`config.mk`:
```
export PLATFORM = sky130hd
export DESIGN_NAME = bounded_edit_distance
export DESIGN_NICKNAME = d
export VERILOG_FILES = /design/src/bed_pkg.sv /design/src/bounded_edit_distance.sv /design/src/bed_word_mem.sv /design/src/bed_cell.sv
export SDC_FILE = /design/constraint.sdc
export NUM_CORES = 2
export LEC_CHECK = 0
export BUFFER_PORTS_ARGS = -buffer_cell sky130_fd_sc_hd__buf_4
export CORE_ASPECT_RATIO = 1.4
export CORE_MARGIN = 5
export CORE_UTILIZATION = 38
export CTS_CLUSTER_SIZE = 8
export DETAILED_ROUTE_END_ITERATION = 8
export PLACE_DENSITY_LB_ADDON = 0.15
export REMOVE_ABC_BUFFERS = 1
export SYNTH_ARGS = -nofsm -noshare
export SYNTH_HDL_FRONTEND = slang
export SYNTH_SLANG_ARGS = --single-unit
```
`constraint.sdc`:
```
create_clock -name clk -period 7.5 [get_ports clk]
set_clock_uncertainty 0.15 [all_clocks]
set_input_delay 0 -clock clk [delete_from_list [all_inputs] [get_ports clk]]
set_output_delay 0 -clock clk [all_outputs]
set_load 0.02 [all_outputs]
```
`src/bed_pkg.sv`:
```
// Shared types, widths and codes for the bounded edit distance block.
`default_nettype none

package bed_pkg;

  // Default longest word, in characters.
  localparam int MAX_WORD_LEN_DEF = 32;

  // Field widths.
  localparam int OP_W   = 2;
  localparam int SYM_W  = 8;
  localparam int DIST_W = 6;
  localparam int MIN_W  = DIST_W + 1;  // row minimum may reach edit_limit+1 = 64

  localparam logic [DIST_W-1:0] DIST_MAX   = {DIST_W{1'b1}};
  localparam logic [DIST_W-1:0] LIMIT_RST  = DIST_W'(32);

  // Operation codes.
  localparam logic [OP_W-1:0] OP_APPEND_FIRST  = 2'd0;
  localparam logic [OP_W-1:0] OP_APPEND_SECOND = 2'd1;
  localparam logic [OP_W-1:0] OP_COMPUTE       = 2'd2;

  // Controller states.
  typedef enum logic [1:0] {
    ST_IDLE,
    ST_START,
    ST_RUN,
    ST_EMIT
  } state_t;

  // Data handed from one column cell to the next, once per row.
  typedef struct packed {
    logic              valid;
    logic [SYM_W-1:0]  sym;   // character of the first word for this row
    logic [DIST_W-1:0] left;  // D[i][j-1]
    logic [DIST_W-1:0] diag;  // D[i-1][j-1]
    logic [MIN_W-1:0]  rmin;  // running row minimum
  } link_t;

endpackage

`default_nettype wire

```
`src/bounded_edit_distance.sv`:
```
// Top level: word capture, row feeder, column cell chain and result control.
//
//  channel | dir | tdata fields (low bit up)              | notes
//  in_     | in  | operation[1:0], symbol[9:2], pad[15:10] | append or compute
//  out_    | out | distance[5:0], over_limit[6], pad[7]    | one per compute
//  cfg_    | in  | edit_limit[5:0]                        | write only
//
// Appends are taken while the controller is idle. After a compute item is
// taken the controller passes the start, run and emit states: one row of the
// table enters the cell chain per cycle and each row crosses MAX_WORD_LEN
// registered cells; early results from the length test or an empty first
// word go from the start state straight to the emit state.
// Reset is synchronous, active low; no clearing pass is needed.
// in_tready is low while a compute runs; a finished result waits in the
// output register, and appends are taken meanwhile.
`default_nettype none

module bounded_edit_distance
  import bed_pkg::*;
#(
  parameter int MAX_WORD_LEN = MAX_WORD_LEN_DEF
) (
  input  wire logic              clk,
  input  wire logic              rst_n,
  input  wire logic              in_tvalid,
  output logic                   in_tready,
  input  wire logic [15:0]       in_tdata,   // operation[1:0], symbol[9:2]
  output logic                   out_tvalid,
  input  wire logic              out_tready,
  output logic      [7:0]        out_tdata,  // distance[5:0], over_limit[6]
  input  wire logic              cfg_wr_en,
  input  wire logic [DIST_W-1:0] cfg_wr_data
);

  localparam int LEN_W = $clog2(MAX_WORD_LEN + 1);
  localparam int IDX_W = (MAX_WORD_LEN > 1) ? $clog2(MAX_WORD_LEN) : 1;

  state_t state_r, state_nxt;

  logic [DIST_W-1:0] limit_r;
  logic [LEN_W-1:0]  xs_r, xs_nxt, ys_r, ys_nxt;
  logic [LEN_W-1:0]  issue_r, issue_nxt, arr_r, arr_nxt;
  logic              feed_valid_r;
  logic [LEN_W-1:0]  feed_row_r;
  logic              hit_r, hit_nxt;
  logic [DIST_W-1:0] res_r, res_nxt;
  logic              out_valid_r, out_valid_nxt;
  logic [DIST_W-1:0] out_dist_r;
  logic              out_over_r;

  logic [OP_W-1:0]   in_op;
  logic [SYM_W-1:0]  in_sym;
  logic              in_fire, app_first, app_second, cmp_fire;
  logic [SYM_W-1:0]  rd_data;
  logic              cells_init, rd_en, emit_fire, out_free;
  logic [LEN_W-1:0]  diff;
  logic              arrive, arr_last, row_over;
  logic [DIST_W-1:0] row_min_sat;

  link_t             links [MAX_WORD_LEN+1];

  assign in_op      = in_tdata[OP_W-1:0];
  assign in_sym     = in_tdata[OP_W+SYM_W-1:OP_W];
  assign in_tready  = (state_r == ST_IDLE);
  assign in_fire    = in_tvalid && in_tready;
  assign app_first  = in_fire && (in_op == OP_APPEND_FIRST)  && (xs_r < LEN_W'(MAX_WORD_LEN));
  assign app_second = in_fire && (in_op == OP_APPEND_SECOND) && (ys_r < LEN_W'(MAX_WORD_LEN));
  assign cmp_fire   = in_fire && (in_op == OP_COMPUTE);
  assign out_free   = !out_valid_r || out_tready;
  assign diff       = (xs_r > ys_r) ? (xs_r - ys_r) : (ys_r - xs_r);

  // Edit limit register
  always_ff @(posedge clk) begin
    if (!rst_n) begin
      limit_r <= LIMIT_RST;
    end else if (cfg_wr_en) begin
      limit_r <= cfg_wr_data;
    end
  end

  // First word storage
  bed_word_mem #(
    .DEPTH (MAX_WORD_LEN),
    .AW    (IDX_W)
  ) u_first_word (
    .clk     (clk),
    .wr_en   (app_first),
    .wr_addr (xs_r[IDX_W-1:0]),
    .wr_data (in_sym),
    .rd_en   (rd_en),
    .rd_addr (issue_r[IDX_W-1:0]),
    .rd_data (rd_data)
  );

  // Row feeder into column 1
  always_ff @(posedge clk) begin
    if (!rst_n) begin
      feed_valid_r <= 1'b0;
    end else begin
      feed_valid_r <= rd_en;
    end
    feed_row_r <= issue_r + LEN_W'(1);
  end

  always_comb begin
    links[0].valid = feed_valid_r;
    links[0].sym   = rd_data;
    links[0].left  = DIST_W'(feed_row_r);
    links[0].diag  = DIST_W'(feed_row_r - LEN_W'(1));
    links[0].rmin  = {1'b0, limit_r} + MIN_W'(1);
  end

  // Column cell chain, cell k holds table column k
  for (genvar k = 1; k <= MAX_WORD_LEN; k++) begin : g_cell
    bed_cell u_cell (
      .clk      (clk),
      .rst_n    (rst_n),
      .init     (cells_init),
      .init_val (DIST_W'(k)),
      .active   (ys_r >= LEN_W'(k)),
      .sym_we   (app_second && (ys_r == LEN_W'(k - 1))),
      .sym_in   (in_sym),
      .link_in  (links[k-1]),
      .link_out (links[k])
    );
  end

  // Row results leaving the chain
  assign arrive      = links[MAX_WORD_LEN].valid;
  assign arr_last    = arrive && ((arr_r + LEN_W'(1)) == xs_r);
  assign row_over    = links[MAX_WORD_LEN].rmin > {1'b0, limit_r};
  assign row_min_sat = links[MAX_WORD_LEN].rmin[MIN_W-1] ? DIST_MAX :
                       links[MAX_WORD_LEN].rmin[DIST_W-1:0];

  // Next state
  always_comb begin
    state_nxt = state_r;
    case (state_r)
      ST_IDLE:  if (cmp_fire) state_nxt = ST_START;
      ST_START: begin
        if ((DIST_W'(diff) > limit_r) || (xs_r == '0)) begin
          state_nxt = ST_EMIT;
        end else begin
          state_nxt = ST_RUN;
        end
      end
      ST_RUN:   if (arr_last) state_nxt = ST_EMIT;
      ST_EMIT:  if (out_free) state_nxt = ST_IDLE;
      default:  state_nxt = ST_IDLE;
    endcase
  end

  // Control strobes
  always_comb begin
    cells_init = 1'b0;
    rd_en      = 1'b0;
    emit_fire  = 1'b0;
    case (state_r)
      ST_START: cells_init = 1'b1;
      ST_RUN:   rd_en      = (issue_r < xs_r);
      ST_EMIT:  emit_fire  = out_free;
      default:  ;
    endcase
  end

  // Lengths, counters and result tracking
  always_comb begin
    xs_nxt    = xs_r;
    ys_nxt    = ys_r;
    issue_nxt = issue_r;
    arr_nxt   = arr_r;
    hit_nxt   = hit_r;
    res_nxt   = res_r;
    if (app_first)  xs_nxt = xs_r + LEN_W'(1);
    if (app_second) ys_nxt = ys_r + LEN_W'(1);
    if (cells_init) begin
      issue_nxt = '0;
      arr_nxt   = '0;
      if (DIST_W'(diff) > limit_r) begin
        hit_nxt = 1'b1;
        res_nxt = DIST_W'(diff);
      end else begin
        hit_nxt = 1'b0;
        res_nxt = DIST_W'(ys_r);
      end
    end
    if (rd_en) issue_nxt = issue_r + LEN_W'(1);
    if (arrive) begin
      arr_nxt = arr_r + LEN_W'(1);
      if (!hit_r) begin
        if (row_over) begin
          hit_nxt = 1'b1;
          res_nxt = row_min_sat;
        end else if (arr_last) begin
          res_nxt = links[MAX_WORD_LEN].left;
        end
      end
    end
    if (emit_fire) begin
      xs_nxt = '0;
      ys_nxt = '0;
    end
  end

  always_ff @(posedge clk) begin
    if (!rst_n) begin
      state_r <= ST_IDLE;
      xs_r    <= '0;
      ys_r    <= '0;
      issue_r <= '0;
      arr_r   <= '0;
      hit_r   <= 1'b0;
    end else begin
      state_r <= state_nxt;
      xs_r    <= xs_nxt;
      ys_r    <= ys_nxt;
      issue_r <= issue_nxt;
      arr_r   <= arr_nxt;
      hit_r   <= hit_nxt;
    end
    res_r <= res_nxt;
  end

  // Output register
  always_comb begin
    out_valid_nxt = out_valid_r;
    if (emit_fire) begin
      out_valid_nxt = 1'b1;
    end else if (out_tready) begin
      out_valid_nxt = 1'b0;
    end
  end

  always_ff @(posedge clk) begin
    if (!rst_n) begin
      out_valid_r <= 1'b0;
    end else begin
      out_valid_r <= out_valid_nxt;
    end
    if (emit_fire) begin
      out_dist_r <= res_r;
      out_over_r <= hit_r;
    end
  end

  assign out_tvalid = out_valid_r;
  assign out_tdata  = {1'b0, out_over_r, out_dist_r};

  // An exact result never exceeds the longest word
  a_exact_in_range: assert property (@(posedge clk) disable iff (!rst_n)
    (out_valid_r && !out_over_r) |-> (out_dist_r <= DIST_W'(MAX_WORD_LEN)))
    else $error("exact distance above word length");

  // A flagged result lies above the limit, or is saturated
  a_over_above_limit: assert property (@(posedge clk) disable iff (!rst_n)
    (out_valid_r && out_over_r) |-> ((out_dist_r > limit_r) || (out_dist_r == DIST_MAX)))
    else $error("flagged distance not above edit limit");

  // Rows never leave the chain before they were issued
  a_arrivals_bounded: assert property (@(posedge clk) disable iff (!rst_n)
    (state_r == ST_RUN) |-> (arr_r <= issue_r))
    else $error("more rows arrived than issued");

  // Word lengths stay within storage
  a_len_bounded: assert property (@(posedge clk) disable iff (!rst_n)
    (xs_r <= LEN_W'(MAX_WORD_LEN)) && (ys_r <= LEN_W'(MAX_WORD_LEN)))
    else $error("word length beyond storage");

endmodule

`default_nettype wire

```
`src/bed_word_mem.sv`:
```
// Single-port-write, registered-read storage for the first word.
`default_nettype none

module bed_word_mem
  import bed_pkg::*;
#(
  parameter int DEPTH = MAX_WORD_LEN_DEF,
  parameter int AW    = (DEPTH > 1) ? $clog2(DEPTH) : 1
) (
  input  wire logic             clk,
  input  wire logic             wr_en,
  input  wire logic [AW-1:0]    wr_addr,
  input  wire logic [SYM_W-1:0] wr_data,
  input  wire logic             rd_en,
  input  wire logic [AW-1:0]    rd_addr,
  output logic      [SYM_W-1:0] rd_data
);

  logic [SYM_W-1:0] mem [DEPTH];

  // Write port
  always_ff @(posedge clk) begin
    if (wr_en) begin
      mem[wr_addr] <= wr_data;
    end
  end

  // Registered read port
  always_ff @(posedge clk) begin
    if (rd_en) begin
      rd_data <= mem[rd_addr];
    end
  end

endmodule

`default_nettype wire

```
`src/bed_cell.sv`:
```
// One column cell of the systolic edit distance array.
`default_nettype none

module bed_cell
  import bed_pkg::*;
(
  input  wire logic              clk,
  input  wire logic              rst_n,
  input  wire logic              init,      // load row-0 value
  input  wire logic [DIST_W-1:0] init_val,  // column index j
  input  wire logic              active,    // column lies within the second word
  input  wire logic              sym_we,    // capture this column's character
  input  wire logic [SYM_W-1:0]  sym_in,
  input  wire link_t             link_in,
  output link_t                  link_out
);

  logic [SYM_W-1:0]  sym_r;
  logic [DIST_W-1:0] col_r, col_nxt;
  link_t             link_r, link_nxt;

  logic              cost;
  logic [MIN_W-1:0]  c_diag, c_up, c_left, c_min;
  logic [DIST_W-1:0] cell_val;

  // Three-way recurrence
  always_comb begin
    cost   = (link_in.sym != sym_r);
    c_diag = {1'b0, link_in.diag} + MIN_W'(cost);
    c_up   = {1'b0, col_r} + MIN_W'(1);
    c_left = {1'b0, link_in.left} + MIN_W'(1);
    c_min  = (c_up < c_left) ? c_up : c_left;
    c_min  = (c_diag < c_min) ? c_diag : c_min;
    // table values never exceed the longer word length, so this fits
    cell_val = c_min[DIST_W-1:0];
  end

  // Update or pass through
  always_comb begin
    col_nxt  = col_r;
    link_nxt = link_in;
    if (init) begin
      col_nxt = init_val;
    end else if (active && link_in.valid) begin
      col_nxt       = cell_val;
      link_nxt.left = cell_val;
      link_nxt.diag = col_r;
      link_nxt.rmin = ({1'b0, cell_val} < link_in.rmin) ? {1'b0, cell_val} : link_in.rmin;
    end
  end

  always_ff @(posedge clk) begin
    if (sym_we) begin
      sym_r <= sym_in;
    end
    col_r <= col_nxt;
  end

  always_ff @(posedge clk) begin
    if (!rst_n) begin
      link_r <= '0;
    end else begin
      link_r <= link_nxt;
    end
  end

  assign link_out = link_r;

endmodule

`default_nettype wire

```
==> metrics <==
status=finished, final reports clean; I/O pin cnt=37; post-synthesis async set-or-reset flop share=0%; initial DRC count=3403; FF+latch area=38300 sq um; commonest non-fill, non-tap cells in the layout=dfxtp_1 (1119), nand2_1 (849), ha_1 (650), a21oi_1 (595), inv_1 (582); slowest stage delay, CP=0.47 ns; top_reg_cell synth=dfxtp_1; most used cell, CP=a21o_1; Metal-1 WL=98900 microns; Unique masters post-synth=99; # nets final=9674; num rows=207; share of the yosys chip area belonging to registers=44.3%; critical path peak fanout=11; Hold/Removal Path Class=in -> reg; Final Critical Period=6.87 ns; post-synth top area share=26.0%; P_leak=38.6 nW; CTS-repair resized insts=0; setup ws final=0.628 ns; Initial Util=38.1%; Clock Pin Slew Worst Setup and Hold Paths=0.05 ns; Final setup viols=0; reg-to-reg endpoint=g_cell[4].u_cell.link_out[0]; hold path depth=6; chip height=574 microns; synth warn=0; Reg2Reg Setup Slack=0.63 ns; CP endpoint kind=flip-flop; fmax=0.146 GHz; uppermost layer routed=met4; gr ovfl total=0; crit path max-delay cell type=dfxtp_1; WL final=246000 microns; placed inst area=89900 sq um; nature of the critical path startpoint=flip-flop; most common cell after layout, fill and taps aside=dfxtp_1; Worst Hold Endpoint=state_r[0]; RSZ-0062 raised after global routing=no; Crit path required time=8.07 ns; P&R area growth vs syn=12.0%; pin count of the biggest net entering global routing=179; routed wl met3=7250 microns; Yosys top cell by area=dfxtp_1; drt via density=5.34; Buffers on Ports=29; clock tree sinks=1648; share of cells above drive strength 1=6.73%; reg2reg start=g_cell[3].u_cell.link_out[13]; TritonCTS clock tree=built; Vias=64800; Crit Path Class=reg -> reg; full die area=237000 sq um; setup_tns=0 ns; Bufs and invs on worst path=1; top cells by area, synth=dfxtp_1 (26%), edfxtp_1 (18%), ha_1 (9.4%); post-route ant nets=0; Remaining DRCs=0; vias in the first global route=66200; Post-synth EDFFs=527; design area=96700 sq um; worst slack, placed=0.702 ns; clock buffer depth=4; final slew viol count=0; post-synth design cell area=86300 sq um; Slew HR=17.9%; first-pass GRT wire length=378000 microns; worst skew pair latency=0.91 ns; Mapped Avg Cell Area=9.71 sq um; Multi-input gate area=44700 sq um; Total Routing Usage GR=20.1%; drt pass-1 iters=6; HPWL Detailed=177000 microns; Crit path max-delay family=compound AO/OA/AOI/OAI gates; post-synthesis register bit count=1648; r2r worst-path depth=25; maximum VDD drop=0.190 mV; Post-Syn Instances=8892; # H-tree levels=4; met2 routed WL=131000 microns; worst endpoint data arrival time=7.44 ns; WL per Instance=20.3 microns; Max Cap Viol=0; die width=413 microns; min-delay src=in_tvalid; Final Hold Viols=0; critical path depth=25; Post-CTS Setup Repair Bufs=0; Cell Pwr Density=204 nW/um^2; RD Place Congestion=0.894; Final period util=91.6%; fill count=22000; Core Area=227000 sq um; clock root cell=clkbuf_16; final core utilization=42.7%; initial antenna violation count=2; hold_ws=0.0886 ns; worst-margin pin slew=1.23 ns; total CTS buffers=233
## where the power goes
group          switching, mW  internal (mW)
Clock                   3.77           5.65
Sequential            0.0427           9.26
Combinational          0.720          0.267
## cells in the mapped netlist (all sizes together), types with 15 or more instances
library cell,number
o22a,18
or3,18
o211ai,68
nor2,544
nand2,850
and4,22
ha,651
a21o,210
dfxtp,1121
buf,53
a211oi,211
a211o,15
and2,316
mux2,71
xor2,487
xnor2,182
nand2b,61
clkbuf,235
a311oi,23
a31oi,35
o2111ai,43
nand3,569
nor3,62
nor2b,48
mux2i,222
a21oi,606
inv,590
edfxtp,527
o31ai,31
mux4,80
and3,124
o21a,56
nand4,33
nor3b,25
nor4,73
o22ai,20
a221oi,25
o21ai,385
## per-layer routing
metal / GRT usage, % / vias up
met5: 0 / -
met4: 7.05 / 0
met3: 2.10 / 499
met2: 38.6 / 1227
met1: 22.8 / 31200
li1: - / 31800
## state kept, by name, indices dropped and copies added, names as in the netlist, 2 cells and up
| signal | count |
|---|---|
| ys_r | 6 |
| feed_row_r | 6 |
| state_r | 2 |
| arr_r | 6 |
| u_first_word.mem | 256 |
| u_first_word.rd_data | 8 |
| g_cell.u_cell.link_out | 882 |
| out_dist_r | 6 |
| issue_r | 6 |
| xs_r | 6 |
| g_cell.u_cell.sym_r | 256 |
| limit_r | 6 |
| g_cell.u_cell.col_r | 192 |
| res_r | 6 |
## kinds of logic (layout without fill, tap and decap cells)
group / after synthesis / after routing / share of synthesized area, %
adders and majority gates: 653 / 653 / 9.48
buffers and inverters: 880 / 1093 / 3.93
and+or+nand+nor: 2785 / 2785 / 15.5
xor gates and xnor gates: 669 / 669 / 6.81
DFF: 1648 / 1648 / 44.3
AOI/OAI and AO/OA: 1883 / 1883 / 14.4
muxes: 373 / 373 / 5.60
other: 1 / 2 / 0.00434
## layout make-up
type,count,area share [%]
Antenna cell,1,0.00259
Timing Repair Buffer,155,1.36
Inverter,592,2.31
Multi-Input combinational cell,6364,46.2
Clock inverter,7,0.0893
Sequential cell,1648,39.6
Tap cell,3030,3.92
Clock buffer,339,6.49
## worst max path at each step
stage,startpoint,endpoint,slack [ns]
floorplan,state_r[1],g_cell[3].u_cell.link_out[0],-0.02
global placement,g_cell[3].u_cell.link_out[13],g_cell[4].u_cell.link_out[0],0.62
detailed placement,g_cell[3].u_cell.link_out[13],g_cell[4].u_cell.link_out[0],0.70
CTS,g_cell[3].u_cell.link_out[13],g_cell[4].u_cell.link_out[0],0.61
global route,g_cell[4].u_cell.col_r[0],g_cell[4].u_cell.link_out[0],0.13
finish,g_cell[3].u_cell.link_out[13],g_cell[4].u_cell.link_out[0],0.63
## repair_timing
item / in CTS / in global routing
endpoints found under the hold margin: 840 / 0
endpoints found under the setup margin: 0 / 0
hold buffers: 44 / 0
## metrics by stage
stage / power [mW] / cells
final: 19.7 / 12100
after global routing: 20.4 / 12100
after CTS: 20.0 / 12100
after detailed placement: 10.5 / 11700
after global placement: 10.4 / 11700
after floorplan: 9.95 / 8604
## worst reg2reg max path: stages (launching register included)
cell	delay (ns)
dfxtp_1	0.47
ha_1	0.26
xor2_1	0.25
inv_1	0.07
ha_1	0.27
a21o_1	0.16
a211oi_1	0.24
o21ai_1	0.21
a21oi_2	0.29
mux2_2	0.38
ha_1	0.30
a21o_1	0.18
a21o_1	0.17
a211o_1	0.33
or3_1	0.31
a211o_1	0.27
o211a_1	0.24
mux2i_1	0.37
ha_1	0.32
a21o_1	0.16
a21oi_1	0.14
o21ai_0	0.14
nor4_1	0.24
a21o_1	0.35
mux2_2	0.38
nor2_1	0.09
(Power assumes the default switching activity.)
